[config.mk]
export PLATFORM = sky130hd
export DESIGN_NAME = command_line_tokenizer_top
export DESIGN_NICKNAME = d
export VERILOG_FILES = /design/src/sv/clt_pkg.sv /design/src/sv/clt_lexer.sv /design/src/sv/clt_queue.sv /design/src/sv/clt_emit.sv /design/src/sv/command_line_tokenizer_top.sv
export SDC_FILE = /design/constraint.sdc
export NUM_CORES = 1
export LEC_CHECK = 0
export ABC_CLOCK_PERIOD_IN_PS = 4700
export BUFFER_PORTS_ARGS = -buffer_cell sky130_fd_sc_hd__buf_2
export CORE_AREA = 4 4 154 156
export DETAILED_ROUTE_END_ITERATION = 8
export DIE_AREA = 0 0 158 160
export GPL_TIMING_DRIVEN = 0
export PLACE_DENSITY = 0.79
export SLEW_MARGIN = 20
export SYNTH_ARGS = -nofsm -noshare
export SYNTH_HDL_FRONTEND = slang
export SYNTH_HIERARCHICAL = 1
export SYNTH_SLANG_ARGS = --single-unit
[constraint.sdc]
create_clock -name clk -period 4.7 [get_ports clk]
set_clock_uncertainty 0.15 [all_clocks]
set_input_delay 0.705 -clock clk [delete_from_list [all_inputs] [get_ports clk]]
set_output_delay 0.705 -clock clk [all_outputs]
set_load 0.02 [all_outputs]
[src/sv/clt_pkg.sv]
`default_nettype none
// ----------------------------------------------------------------------------
// clt_pkg
// Types, token codes and character helpers shared by the command-line
// tokenizer modules.
// ----------------------------------------------------------------------------
package clt_pkg;

	localparam int MAX_TOKEN_LENGTH = 255;
	localparam logic [7:0] LEN_CAP =
		8'((MAX_TOKEN_LENGTH < 255) ? MAX_TOKEN_LENGTH : 255);

	localparam logic [3:0] KIND_WORD      = 4'd0;
	localparam logic [3:0] KIND_COMMA     = 4'd1;
	localparam logic [3:0] KIND_SEMICOLON = 4'd2;
	localparam logic [3:0] KIND_PLUS      = 4'd3;
	localparam logic [3:0] KIND_SLASH     = 4'd4;
	localparam logic [3:0] KIND_COLON     = 4'd5;
	localparam logic [3:0] KIND_AT        = 4'd6;
	localparam logic [3:0] KIND_TEXT      = 4'd7;
	localparam logic [3:0] KIND_LINE_END  = 4'd8;
	localparam logic [3:0] KIND_CMD_END   = 4'd9;

	localparam logic [7:0] CH_TAB    = 8'h09;
	localparam logic [7:0] CH_LF     = 8'h0A;
	localparam logic [7:0] CH_CR     = 8'h0D;
	localparam logic [7:0] CH_SPACE  = 8'h20;
	localparam logic [7:0] CH_LPAREN = 8'h28;
	localparam logic [7:0] CH_RPAREN = 8'h29;
	localparam logic [7:0] CH_PLUS   = 8'h2B;
	localparam logic [7:0] CH_COMMA  = 8'h2C;
	localparam logic [7:0] CH_SLASH  = 8'h2F;
	localparam logic [7:0] CH_ZERO   = 8'h30;
	localparam logic [7:0] CH_NINE   = 8'h39;
	localparam logic [7:0] CH_COLON  = 8'h3A;
	localparam logic [7:0] CH_SEMI   = 8'h3B;
	localparam logic [7:0] CH_AT     = 8'h40;
	localparam logic [7:0] CH_UC_A   = 8'h41;
	localparam logic [7:0] CH_UC_F   = 8'h46;
	localparam logic [7:0] CH_UC_X   = 8'h58;
	localparam logic [7:0] CH_LC_A   = 8'h61;
	localparam logic [7:0] CH_LC_F   = 8'h66;
	localparam logic [7:0] CH_LC_X   = 8'h78;
	localparam logic [4:0] HEX_NONE  = 5'd16;

	localparam logic [1:0] MODE_IDLE    = 2'd0;
	localparam logic [1:0] MODE_WORD    = 2'd1;
	localparam logic [1:0] MODE_TEXT    = 2'd2;
	localparam logic [1:0] MODE_DISCARD = 2'd3;

	typedef struct packed {
		logic [7:0] char_in;
		logic       outermost;
	} in_t;

	typedef struct packed {
		logic [3:0]  token_kind;
		logic        is_number;
		logic        is_hex;
		logic [15:0] number_value;
		logic [7:0]  token_length;
		logic        last;
	} out_t;

	typedef struct packed {
		logic [3:0]  kind;
		logic        is_number;
		logic        is_hex;
		logic [15:0] value;
		logic [7:0]  length;
	} token_t;

	// One queue entry: a token, optionally followed by a delimiter token.
	typedef struct packed {
		token_t     tok0;
		logic       two;
		logic [3:0] kind1;
	} entry_t;

	typedef struct packed {
		logic [15:0] value;
		logic        num;
		logic        hex;
		logic        zero_first;
		logic [7:0]  len;
	} word_t;

	function automatic logic [7:0] normalize(input logic [7:0] c);
		logic [7:0] r;
		r = c;
		if (c == CH_CR)
			r = CH_LF;
		if (c == CH_TAB)
			r = CH_SPACE;
		return r;
	endfunction

	function automatic logic [3:0] single_kind(input logic [7:0] c, input logic outer);
		logic [3:0] k;
		case (c)
			CH_LF:    k = outer ? KIND_CMD_END : KIND_LINE_END;
			CH_COMMA: k = KIND_COMMA;
			CH_SEMI:  k = KIND_SEMICOLON;
			CH_PLUS:  k = KIND_PLUS;
			CH_SLASH: k = KIND_SLASH;
			CH_COLON: k = KIND_COLON;
			CH_AT:    k = KIND_AT;
			default:  k = KIND_WORD;
		endcase
		return k;
	endfunction

	function automatic logic [7:0] bump(input logic [7:0] len);
		return (len < LEN_CAP) ? len + 8'd1 : len;
	endfunction

	function automatic logic is_dec(input logic [7:0] c);
		return (c >= CH_ZERO) && (c <= CH_NINE);
	endfunction

	function automatic logic [4:0] hex_val(input logic [7:0] c);
		logic [7:0] d;
		d = {3'b000, HEX_NONE};
		if (is_dec(c))
			d = c - CH_ZERO;
		else if ((c >= CH_LC_A) && (c <= CH_LC_F))
			d = c - CH_LC_A + 8'd10;
		else if ((c >= CH_UC_A) && (c <= CH_UC_F))
			d = c - CH_UC_A + 8'd10;
		return d[4:0];
	endfunction

	function automatic word_t word_char(input word_t w, input logic [7:0] c);
		word_t      r;
		logic [4:0] d;
		r = w;
		d = hex_val(c);
		if ((w.len == 8'd0) && (c == CH_ZERO))
			r.zero_first = 1'b1;
		r.len = bump(w.len);
		if ((w.len == 8'd1) && r.zero_first && ((c == CH_LC_X) || (c == CH_UC_X))) begin
			r.hex = 1'b1;
		end else if (!w.hex) begin
			r.num = w.num && is_dec(c);
			if (r.num)
				r.value = (w.value << 3) + (w.value << 1) + {12'd0, c[3:0]};
		end else begin
			r.num = w.num && (d != HEX_NONE);
			r.hex = r.num;
			if (r.num)
				r.value = (w.value << 4) + {12'd0, d[3:0]};
		end
		return r;
	endfunction

endpackage
`default_nettype wire

[src/sv/clt_lexer.sv]
`default_nettype none
// ----------------------------------------------------------------------------
// clt_lexer
// Front end: while take is high, normalizes and classifies one character per
// cycle, keeps the lexer state, writes the tokens it ends as one queue entry.
// ----------------------------------------------------------------------------
module clt_lexer (
	input  wire              clk,
	input  wire              arst_n,
	input  wire              take,
	input  clt_pkg::in_t     item,
	output logic             wr,
	output clt_pkg::entry_t  entry
);
	import clt_pkg::*;

	logic [1:0]  mode_q, mode_n;
	logic [15:0] depth_q, depth_n;
	word_t       word_q, word_n;
	word_t       word_init;
	logic [7:0]  c;
	logic [3:0]  kind;
	logic        emit;

	assign c    = normalize(item.char_in);
	assign kind = single_kind(c, item.outermost);

	always_comb begin
		word_init = '0;
		word_init.num = 1'b1;
		mode_n  = mode_q;
		depth_n = depth_q;
		word_n  = word_q;
		emit    = 1'b0;
		entry   = '0;
		case (mode_q)
			MODE_DISCARD: begin
			end
			MODE_TEXT: begin
				if (c != CH_LF)
					word_n.len = bump(word_q.len);
				if (c == CH_LPAREN)
					depth_n = depth_q + 16'd1;
				if (c == CH_RPAREN)
					depth_n = depth_q - 16'd1;
				if (depth_n == 16'd0) begin
					emit = 1'b1;
					entry.tok0.kind   = KIND_TEXT;
					entry.tok0.length = word_n.len;
					mode_n = MODE_IDLE;
				end
			end
			MODE_WORD: begin
				if ((kind != KIND_WORD) || (c == CH_SPACE)) begin
					emit = 1'b1;
					entry.tok0.kind      = KIND_WORD;
					entry.tok0.is_number = word_q.num;
					entry.tok0.is_hex    = word_q.hex;
					entry.tok0.value     = word_q.value;
					entry.tok0.length    = word_q.len;
					entry.two   = (kind != KIND_WORD);
					entry.kind1 = kind;
					mode_n = (kind == KIND_SEMICOLON) ? MODE_DISCARD : MODE_IDLE;
				end else begin
					word_n = word_char(word_q, c);
				end
			end
			default: begin
				if (c == CH_SPACE) begin
				end else if (kind != KIND_WORD) begin
					emit = 1'b1;
					entry.tok0.kind   = kind;
					entry.tok0.length = 8'd1;
					if (kind == KIND_SEMICOLON)
						mode_n = MODE_DISCARD;
				end else if (c == CH_LPAREN) begin
					mode_n     = MODE_TEXT;
					depth_n    = 16'd1;
					word_n.len = 8'd1;
				end else begin
					mode_n = MODE_WORD;
					word_n = word_char(word_init, c);
				end
			end
		endcase
	end

	assign wr = take && emit;

	always_ff @(posedge clk or negedge arst_n) begin
		if (!arst_n) begin
			mode_q  <= MODE_IDLE;
			depth_q <= '0;
			word_q  <= '0;
		end else if (take) begin
			mode_q  <= mode_n;
			depth_q <= depth_n;
			word_q  <= word_n;
		end
	end

`ifndef ASSERT_OFF
	a_discard_holds: assert property (@(posedge clk) disable iff (!arst_n)
		(mode_q == MODE_DISCARD) |=> (mode_q == MODE_DISCARD))
		else $error("discard mode left before reset");
	a_discard_silent: assert property (@(posedge clk) disable iff (!arst_n)
		(mode_q == MODE_DISCARD) |-> !wr)
		else $error("token written while discarding");
	a_text_depth: assert property (@(posedge clk) disable iff (!arst_n)
		(mode_q == MODE_TEXT) |-> (depth_q != 16'd0))
		else $error("text mode with zero nesting depth");
`endif

endmodule
`default_nettype wire

[src/sv/clt_queue.sv]
`default_nettype none
// ----------------------------------------------------------------------------
// clt_queue
// Short entry queue between the lexer and the result stage.
// ----------------------------------------------------------------------------
module clt_queue #(
	parameter int DEPTH = 4
) (
	input  wire              clk,
	input  wire              arst_n,
	input  wire              wr,
	input  clt_pkg::entry_t  wdata,
	input  wire              rd,
	output clt_pkg::entry_t  rdata,
	output logic             full,
	output logic             empty
);
	import clt_pkg::*;

	localparam int PTR_W = (DEPTH > 1) ? $clog2(DEPTH) : 1;
	localparam int CNT_W = $clog2(DEPTH + 1);
	localparam logic [PTR_W-1:0] PTR_LAST = PTR_W'(DEPTH - 1);
	localparam logic [CNT_W-1:0] CNT_FULL = CNT_W'(DEPTH);

	entry_t            mem_q [DEPTH];
	logic [PTR_W-1:0]  wptr_q, rptr_q;
	logic [CNT_W-1:0]  count_q;
	logic              do_wr, do_rd;

	assign full  = (count_q == CNT_FULL);
	assign empty = (count_q == '0);
	assign do_wr = wr && !full;
	assign do_rd = rd && !empty;
	assign rdata = mem_q[rptr_q];

	always_ff @(posedge clk) begin
		if (do_wr)
			mem_q[wptr_q] <= wdata;
	end

	always_ff @(posedge clk or negedge arst_n) begin
		if (!arst_n) begin
			wptr_q  <= '0;
			rptr_q  <= '0;
			count_q <= '0;
		end else begin
			if (do_wr)
				wptr_q <= (wptr_q == PTR_LAST) ? '0 : wptr_q + PTR_W'(1);
			if (do_rd)
				rptr_q <= (rptr_q == PTR_LAST) ? '0 : rptr_q + PTR_W'(1);
			if (do_wr && !do_rd)
				count_q <= count_q + CNT_W'(1);
			else if (do_rd && !do_wr)
				count_q <= count_q - CNT_W'(1);
		end
	end

`ifndef ASSERT_OFF
	a_no_overflow: assert property (@(posedge clk) disable iff (!arst_n)
		!(wr && full))
		else $error("entry written into a full queue");
	a_no_underflow: assert property (@(posedge clk) disable iff (!arst_n)
		!(rd && empty))
		else $error("entry read from an empty queue");
	a_count_bound: assert property (@(posedge clk) disable iff (!arst_n)
		count_q <= CNT_FULL)
		else $error("queue count beyond depth");
`endif

endmodule
`default_nettype wire

[src/sv/clt_emit.sv]
`default_nettype none
// ----------------------------------------------------------------------------
// clt_emit
// Back end: splits each queue entry into one or two results and holds the
// oldest result in an output register until it is popped.
// ----------------------------------------------------------------------------
module clt_emit (
	input  wire              clk,
	input  wire              arst_n,
	input  wire              q_empty,
	input  clt_pkg::entry_t  head,
	output logic             q_rd,
	output clt_pkg::out_t    result,
	output logic             empty,
	input  wire              pop
);
	import clt_pkg::*;

	logic  valid_q;
	logic  phase_q;
	out_t  result_q;
	out_t  next_res;
	logic  load;

	assign load = !q_empty && (!valid_q || pop);

	always_comb begin
		next_res = '0;
		if (phase_q) begin
			next_res.token_kind   = head.kind1;
			next_res.token_length = 8'd1;
			next_res.last         = 1'b1;
		end else begin
			next_res.token_kind   = head.tok0.kind;
			next_res.is_number    = head.tok0.is_number;
			next_res.is_hex       = head.tok0.is_hex;
			next_res.number_value = head.tok0.value;
			next_res.token_length = head.tok0.length;
			next_res.last         = !head.two;
		end
	end

	// drop the entry once its final result is loaded
	assign q_rd = load && (phase_q || !head.two);

	always_ff @(posedge clk) begin
		if (load)
			result_q <= next_res;
	end

	always_ff @(posedge clk or negedge arst_n) begin
		if (!arst_n) begin
			valid_q <= 1'b0;
			phase_q <= 1'b0;
		end else begin
			if (load) begin
				valid_q <= 1'b1;
				phase_q <= !phase_q && head.two;
			end else if (pop) begin
				valid_q <= 1'b0;
			end
		end
	end

	assign result = result_q;
	assign empty  = !valid_q;

`ifndef ASSERT_OFF
	a_pair_follows: assert property (@(posedge clk) disable iff (!arst_n)
		(valid_q && !result_q.last && pop) |=> valid_q)
		else $error("second result of a pair did not follow");
	a_phase_head: assert property (@(posedge clk) disable iff (!arst_n)
		phase_q |-> !q_empty)
		else $error("pair pending with no entry at queue head");
	a_first_is_word: assert property (@(posedge clk) disable iff (!arst_n)
		(valid_q && !result_q.last) |-> (result_q.token_kind == KIND_WORD))
		else $error("non-last result is not a word");
`endif

endmodule
`default_nettype wire

[src/sv/command_line_tokenizer_top.sv]
`default_nettype none
// ----------------------------------------------------------------------------
// command_line_tokenizer_top
// Command-line tokenizer: one character in, zero to two tokens out.
//
//   channel  handshake          payload
//   item     push / full        char_in, outermost
//   result   empty / pop        token_kind, is_number, is_hex, number_value,
//                               token_length, last
//
// One character is taken per cycle while full is low. A result passes through
// the entry queue and the output register before it shows on the result
// port. A word ended by a delimiter yields two results, which leave in turn;
// the entry queue of QUEUE_DEPTH absorbs such bursts, and full rises only
// when it is full. Reset clears the lexer state, the queue and the output.
// ----------------------------------------------------------------------------
module command_line_tokenizer_top #(
	parameter int QUEUE_DEPTH = 4
) (
	input  wire            clk,
	input  wire            arst_n,
	input  wire            push,
	output logic           full,
	input  clt_pkg::in_t   item,
	output logic           empty,
	input  wire            pop,
	output clt_pkg::out_t  result
);
	import clt_pkg::*;

	logic   take;
	logic   q_wr, q_rd, q_full, q_empty;
	entry_t q_wdata, q_head;

	assign full = q_full;
	assign take = push && !q_full;

	clt_lexer u_lexer (
		.clk    (clk),
		.arst_n (arst_n),
		.take   (take),
		.item   (item),
		.wr     (q_wr),
		.entry  (q_wdata)
	);

	clt_queue #(
		.DEPTH (QUEUE_DEPTH)
	) u_queue (
		.clk    (clk),
		.arst_n (arst_n),
		.wr     (q_wr),
		.wdata  (q_wdata),
		.rd     (q_rd),
		.rdata  (q_head),
		.full   (q_full),
		.empty  (q_empty)
	);

	clt_emit u_emit (
		.clk     (clk),
		.arst_n  (arst_n),
		.q_empty (q_empty),
		.head    (q_head),
		.q_rd    (q_rd),
		.result  (result),
		.empty   (empty),
		.pop     (pop)
	);

endmodule
`default_nettype wire
-- Yosys cells after proc, flatten, opt, wreduce, memory -nomap -nowiden
Memories as Yosys holds them, arrays and structs flattened.
Index checks and enable logic that the tools add are counted.
- register bits after elaboration: 85
- RAM bits: 140
- input port bits: 13
- output and inout port bits: 33
- word-level logic and storage cells: 194
- memories: 1
- add/subtract/negate cells: 15
- $lt $le $gt $ge: 7
- eq/ne operators: 39
- mux-type cells: 68
- bitwise gates (word level): 3
- reductions and logical operators: 43
- memories (name ; depth ; bits a word ; read ports ; clocked after Yosys merged registers in ; write ports ; RTL line ; text):
    u_queue.mem_q ; 4 ; 35 ; 1 ; 0 ; 1 ; clt_queue.sv:25 ; entry_t mem_q [DEPTH];
- operators with widths (cell ; number):
    2-to-1 mux 16 bit ; 8
    2-to-1 mux 27 bit ; 3
    == test 8 x 6 -> 1 bit, second input constant ; 9
    2-to-1 mux 8 bit ; 6
    case mux 8 bit (3 select lines) ; 2
    case mux 19 bit (2 select lines) ; 1
    2-to-1 mux 17 bit ; 2
    adder 16 x 4 -> 16 bit ; 2
    case mux 16 bit (2 select lines) ; 1
    2-to-1 mux 31 bit ; 1
    2-to-1 mux 5 bit ; 6
    case mux 4 bit (7 select lines) ; 1
    == test 8 x 4 -> 1 bit, second input constant ; 3
    == test 8 x 7 -> 1 bit, second input constant ; 3
    2-to-1 mux 19 bit ; 1
    2-to-1 mux 18 bit ; 1
    2-to-1 mux 2 bit ; 9
    logical AND 1 bit ; 17
    adder 16 x 1 -> 16 bit, second input constant ; 1
    adder 16 bit ; 1
    greater-or-equal comparator 8 x 7 -> 1 bit, second input constant ; 2
    less-or-equal comparator 8 x 7 -> 1 bit, second input constant ; 2
    logical NOT 16 bit ; 1
    2-to-1 mux 1 bit ; 16
    40 further kinds ; 76

-- Logic depth before layout (Yosys ltp)
- word-level depth: 17
- mapped depth: 24
- mapped depth without buffers: 21

-- Modules after synthesis
Netlist, hierarchy kept.
- modules (own cells, without submodules) (module ; times used ; cells an instance ; area each (sq um) ; seq. area each (sq um)):
    clt_queue ; 1 ; 220 ; 5555.3 ; 4379.2
    clt_lexer ; 1 ; 708 ; 5237.5 ; 1126.1
    clt_emit ; 1 ; 74 ; 1270.0 ; 980.9
    command_line_tokenizer_top ; 1 ; 1 ; 13.8 ; 0.0

-- Least setup slack after synthesis
Ideal clock, no wire load.
- kind: input-to-reg
- start point: in item[3] (netlist name)
- end point: mem u_queue/mem_q[3][0] (netlist name), enable pin
- setup time: 427 ps
- data arrival time: 6013 ps
- data required time: 4123 ps
- slack: -1890 ps
- stages on the path: 17
- path buffers: 4
- cell sequence: clkbuf_1 > clkbuf_1 > clkbuf_1 > a41oi_1 > ha_1 > buf_2 > or4b_2 > nor4_2 > o21ai_0 > a31o_2 > or2_1 > xnor2_1 > nor4_4 > a21oi_1 > a21oi_1 > nand2_1 > nor2_1
- word-level cells in the longest chain between the ends: 14
- elaborated cells on any way between the ends: 30
- those cells by class: eq/ne: 12; mux: 13; reduce/logical: 5
- RTL lines (what ; RTL line ; text):
    start: declaration ; command_line_tokenizer_top.sv:24 ; input clt_pkg::in_t item,
    == test 8 x 4 -> 1 bit ; clt_pkg.sv:91 ; if (c == CH_CR)
    2-to-1 mux 8 bit ; clt_pkg.sv:91 ;
    2-to-1 mux 8 bit * ; clt_pkg.sv:93 ; if (c == CH_TAB)
    == test 8 x 6 -> 1 bit ; clt_lexer.sv:42 ; if (c == CH_LPAREN)
    2-to-1 mux 16 bit ; clt_lexer.sv:42 ;
    2-to-1 mux 16 bit ; clt_lexer.sv:44 ; if (c == CH_RPAREN)
    2-to-1 mux 16 bit ; clt_lexer.sv:36 ; case (mode_q)
    logical NOT 16 bit ; clt_lexer.sv:46 ; if (depth_n == 16'd0) begin
    2-to-1 mux 1 bit ; clt_lexer.sv:46 ;
    case mux 1 bit (3 select lines) * ; clt_lexer.sv:36 ;
    logical AND 1 bit * ; clt_lexer.sv:88 ; assign wr = take && emit;
    net q_wr ; command_line_tokenizer_top.sv:32 ; logic q_wr, q_rd, q_full, q_empty;
    logical AND 1 bit * ; clt_queue.sv:32 ; assign do_wr = wr && !full;
    2-to-1 mux 1 bit * ; clt_queue.sv:37 ; if (do_wr)
    2-to-1 mux 1 bit (not written as such) * ; clt_queue.sv:38 ; mem_q[wptr_q] <= wdata;
    end: declaration ; clt_queue.sv:25 ;
The timed path passes the listed nets; every way through them passes the cells marked *. The select of a mux whose other input is x is not followed.

-- Worst setup path in the final report
- start point: in item[6] (netlist name)
- end point: reg u_queue.count_q[2]
- word-level cells in the longest chain between the ends: 15
- elaborated cells on any way between the ends: 33
- those cells by class: eq/ne: 12; mux: 12; reduce/logical: 9
- RTL lines (what ; RTL line ; text):
    == test 8 x 4 -> 1 bit ; clt_pkg.sv:91 ;
    2-to-1 mux 8 bit ; clt_pkg.sv:91 ;
    2-to-1 mux 8 bit * ; clt_pkg.sv:93 ;
    == test 8 x 6 -> 1 bit ; clt_lexer.sv:42 ;
    2-to-1 mux 16 bit ; clt_lexer.sv:42 ;
    2-to-1 mux 16 bit ; clt_lexer.sv:44 ;
    2-to-1 mux 16 bit ; clt_lexer.sv:36 ;
    logical NOT 16 bit ; clt_lexer.sv:46 ;
    2-to-1 mux 1 bit ; clt_lexer.sv:46 ;
    case mux 1 bit (3 select lines) * ; clt_lexer.sv:36 ;
    logical AND 1 bit * ; clt_lexer.sv:88 ;
    net q_wr ; command_line_tokenizer_top.sv:32 ;
    logical AND 1 bit * ; clt_queue.sv:32 ;
    net u_queue.do_wr ; clt_queue.sv:28 ; logic do_wr, do_rd;
    logical NOT 1 bit ; clt_queue.sv:53 ; else if (do_rd && !do_wr)
    logical AND 1 bit ; clt_queue.sv:53 ;
    nonzero test 2 bit (no source line) ; n/a ;
    end signal: assignment ; clt_queue.sv:52 ; count_q <= count_q + CNT_W'(1);
    end signal: assignment ; clt_queue.sv:54 ; count_q <= count_q - CNT_W'(1);
    end: declaration ; clt_queue.sv:27 ; logic [CNT_W-1:0] count_q;
Marked as above.
A chain may end at the register's enable or synchronous reset.

==> flow_summary.ini <==
[status]
status = finished, violations left
violations = negative setup slack

[drt]
vias_per_cell = 6.12
drc = 0
first_pass_iters = 5
drt_iter0_markers = 665
routed_wl_mm = 27.8
vias = 8620
final_antenna_net_count = 0
wl_per_cell_um = 19.7

[yosys]
netlist_area_mm2 = 0.0121
synthTopCellsByArea = edfxtp_1, dfrtp_1, mux4_2, ha_1, o21ai_0
yosysTopAreaCellShare = 0.425
ys_seq_elements = 225
synth_flop_cell = edfxtp_1
netlist_instances = 1003
syn_avg_cell_area_um2 = 12.0
syn_nets = 1066
ys_warn_count = 6
ys_types = 91
seq_area_frac_synth = 0.537
synth_edf_count = 171
yosys.area.top_type = edfxtp_1
async_flop_share = 0.240

[pwr]
p_int_mw = 4.15
pwr-share-clk = 0.312
seqPwrFrac = 0.416
switchingPower_mw = 1.77
power_density_mw_per_mm2 = 419
peakVddDrop_mv = 0.260
swShare = 0.299
finalPower_mw = 5.92
p_comb_frac = 0.272
leakage_nw = 5.24

[global_routing]
antenna_found_initial = 1
grt_usage = 0.218
grt_pass1_wl_mm = 44.6
first_global_vias = 8297
grt-ovfl-total = 0
grt_max_degree = 55

[layout]
area_growth_pct = 17.0
multi_input_area_mm2 = 0.00543
fin_cells = 1409
design_area_mm2 = 0.0141
fin_nets = 1169
regArea_mm2 = 0.00649
diodes = 0
drive_above_1_share = 0.217
final_cell_mix = edfxtp_1, nand2_1, nor2_1
fillers = 1651
layout_commonest_cell = edfxtp_1

[critical_path]
cp_cell_sequence = buf_6, buf_8, nor4_4, buf_4, a41oi_4, ha_4, or4b_4, nor4_4, o21ai_4, a31o_4, or2_4, xnor2_2, nor4_4, a21oi_2, a21oi_2, nor2b_4, ha_4, inv_2, fa_2, xor2_1, nor2_1, xor2_1
cp-end-kind = flop
required_ps = 4990
slowest_delay_ps = 480
critPathArrivalTime_ps = 5060
cp_common_cell = nor4_4
reg2reg_slack_ps = 280
criticalPathCategory = in2reg
start_kind = input pin
cp_max_fo = 7
cp_slowest_cell = or4b_4

[clock_tree]
clock_path_buffers = 3
cts_hold_buf = 0
cts_tree = built
cts-htree-levels = 1
cts.root.buffer_cell = clkbuf_16
cts_buffers = 24
cts.reportedPaths.clkPinSlew_ps = 60
cts_sinks = 225
clk-insertion-delay-late_ps = 520

[timing]
setup_slack_ps = -71.7
finalSetupViolations = 2
worst_slew_pin_slew_ps = 738
hold_slack_ps = 98.7
min_period_ps = 4770
finalCritPeriodShare = 1.02
hold_violations = 0
slew_headroom = 0.508
rsz0062_at_grt = yes
fmax_ghz = 0.210
fin_tns_setup_ps = -112
slew_violations = 0

[placed_design]
port_buffers = 42
dp_cells = 1331
dpl.hpwl_mm = 17.8
routabilityCongestion = 0.873
dpl_cell_area_mm2 = 0.0128

[worst_hold_path]
hold_path.class = in2async

[die]
die_w_um = 158
initial_core_util = 0.540
die_h_um = 160
core_area_mm2 = 0.0224
dieArea_mm2 = 0.0253
fp-row-count = 55
io_pins = 46

[run]
maxCapViolCount = 0
## synth_stat cells (9+ instances only)
cell type and number:
a21o_1 12, a21oi_1 52, a22o_1 12, a31oi_1 9, and2_1 27, buf_2 10
clkbuf_1 44, dfrtp_1 54, edfxtp_1 171, ha_1 47, inv_1 26, mux4_2 31
nand2_1 75, nand3_1 29, nand4_1 14, nor2_1 72, nor2b_1 33, nor3_1 20
nor4_1 13, o21ai_0 57, o31ai_1 11, xnor2_1 14, xor2_1 9
## worst paths after layout
path                                     from                  end  depth (start not counted)
min reg2reg                u_lexer/word_q[26]   u_lexer/word_q[26]                          1
min                                    arst_n  u_lexer/depth_q[14]                          1
max in group asynchronous              arst_n   u_lexer/word_q[20]                          1
min in group clk                          pop       u_emit/valid_q                          2
max reg2reg                u_lexer/depth_q[2]   u_queue/count_q[2]                         15
max                                   item[6]   u_queue/count_q[2]                         22
## power by group through the flow
| stage | combinational [mW] | sequential (mW) | clock [mW] |
|---|---|---|---|
| after floorplan | 1.03 | 2.62 | 0 |
| after global placement | 1.52 | 2.49 | 0 |
| after detailed placement | 1.58 | 2.50 | 0 |
| after CTS | 1.61 | 2.46 | 1.87 |
| after global routing | 1.76 | 2.48 | 1.97 |
| final | 1.61 | 2.46 | 1.85 |
## timing repair
item	in CTS	in global routing
cloned	1	1
pin swaps	23	12
setup buffers	26	10
endpoints found under the setup margin	162	147
gates resized for setup	28	23
## registers in the layout, summed over array words and instances (netlist names)
signal,flops
u_emit/result,31
u_queue/count_q,3
u_lexer/mode_q,2
u_queue/rptr_q,2
u_queue/wptr_q,2
u_lexer/word_q,27
u_lexer/depth_q,16
u_emit/phase_q,1
u_queue/mem_q,140
u_emit/valid_q,1
## critical path: cells and delay by family
family	cells	cell delay, ps
and+or+nand+nor	7	1870
AOI/OAI and AO/OA	5	960
buffers and inverters	4	360
adders and majority gates	3	720
xor gates and xnor gates	3	440
## metal layers
| metal | routed length, um | GRT usage | vias to the layer above | part of all wire |
|---|---|---|---|---|
| met1 | 11800 | 0.310 | 4199 | 0.42 |
| li1 | - | - | 4012 | - |
| met5 | 13 | 0 | - | 0.00047 |
| met2 | 13700 | 0.360 | 361 | 0.49 |
| met4 | 560 | 0.0473 | 2 | 0.020 |
| met3 | 1800 | 0.0285 | 46 | 0.065 |
## logic make-up after synthesis
| family | after synthesis | share of synthesized area |
|---|---|---|
| AO/OA/AOI/OAI | 220 | 0.121 |
| buffers and inverters | 90 | 0.0355 |
| XOR/XNOR | 23 | 0.0167 |
| multiplexers | 51 | 0.0828 |
| adder cells (fa/ha/maj) | 50 | 0.0537 |
| AND/OR/NAND/NOR | 344 | 0.153 |
| flip-flops | 225 | 0.537 |
## area by class of cell
cell class	count	share of cell area
flip-flops and latches	225	0.459
clock inverters	13	0.00815
well taps	285	0.0252
multi-input cells	689	0.385
inverters	27	0.00717
plain buffers	61	0.0282
repair buffers	78	0.0405
clock buffers	31	0.0472
## per-stage QoR
stage,util,worst slack [ps]
2_1_floorplan,-,-550
3_3_place_gp,0.572,-1580
3_5_place_dp,0.574,-1570
4_1_cts,0.624,-77.9
5_1_grt,0.632,-199
6_report,0.632,-71.7
Note: power is estimated with default switching activity, not from simulation.
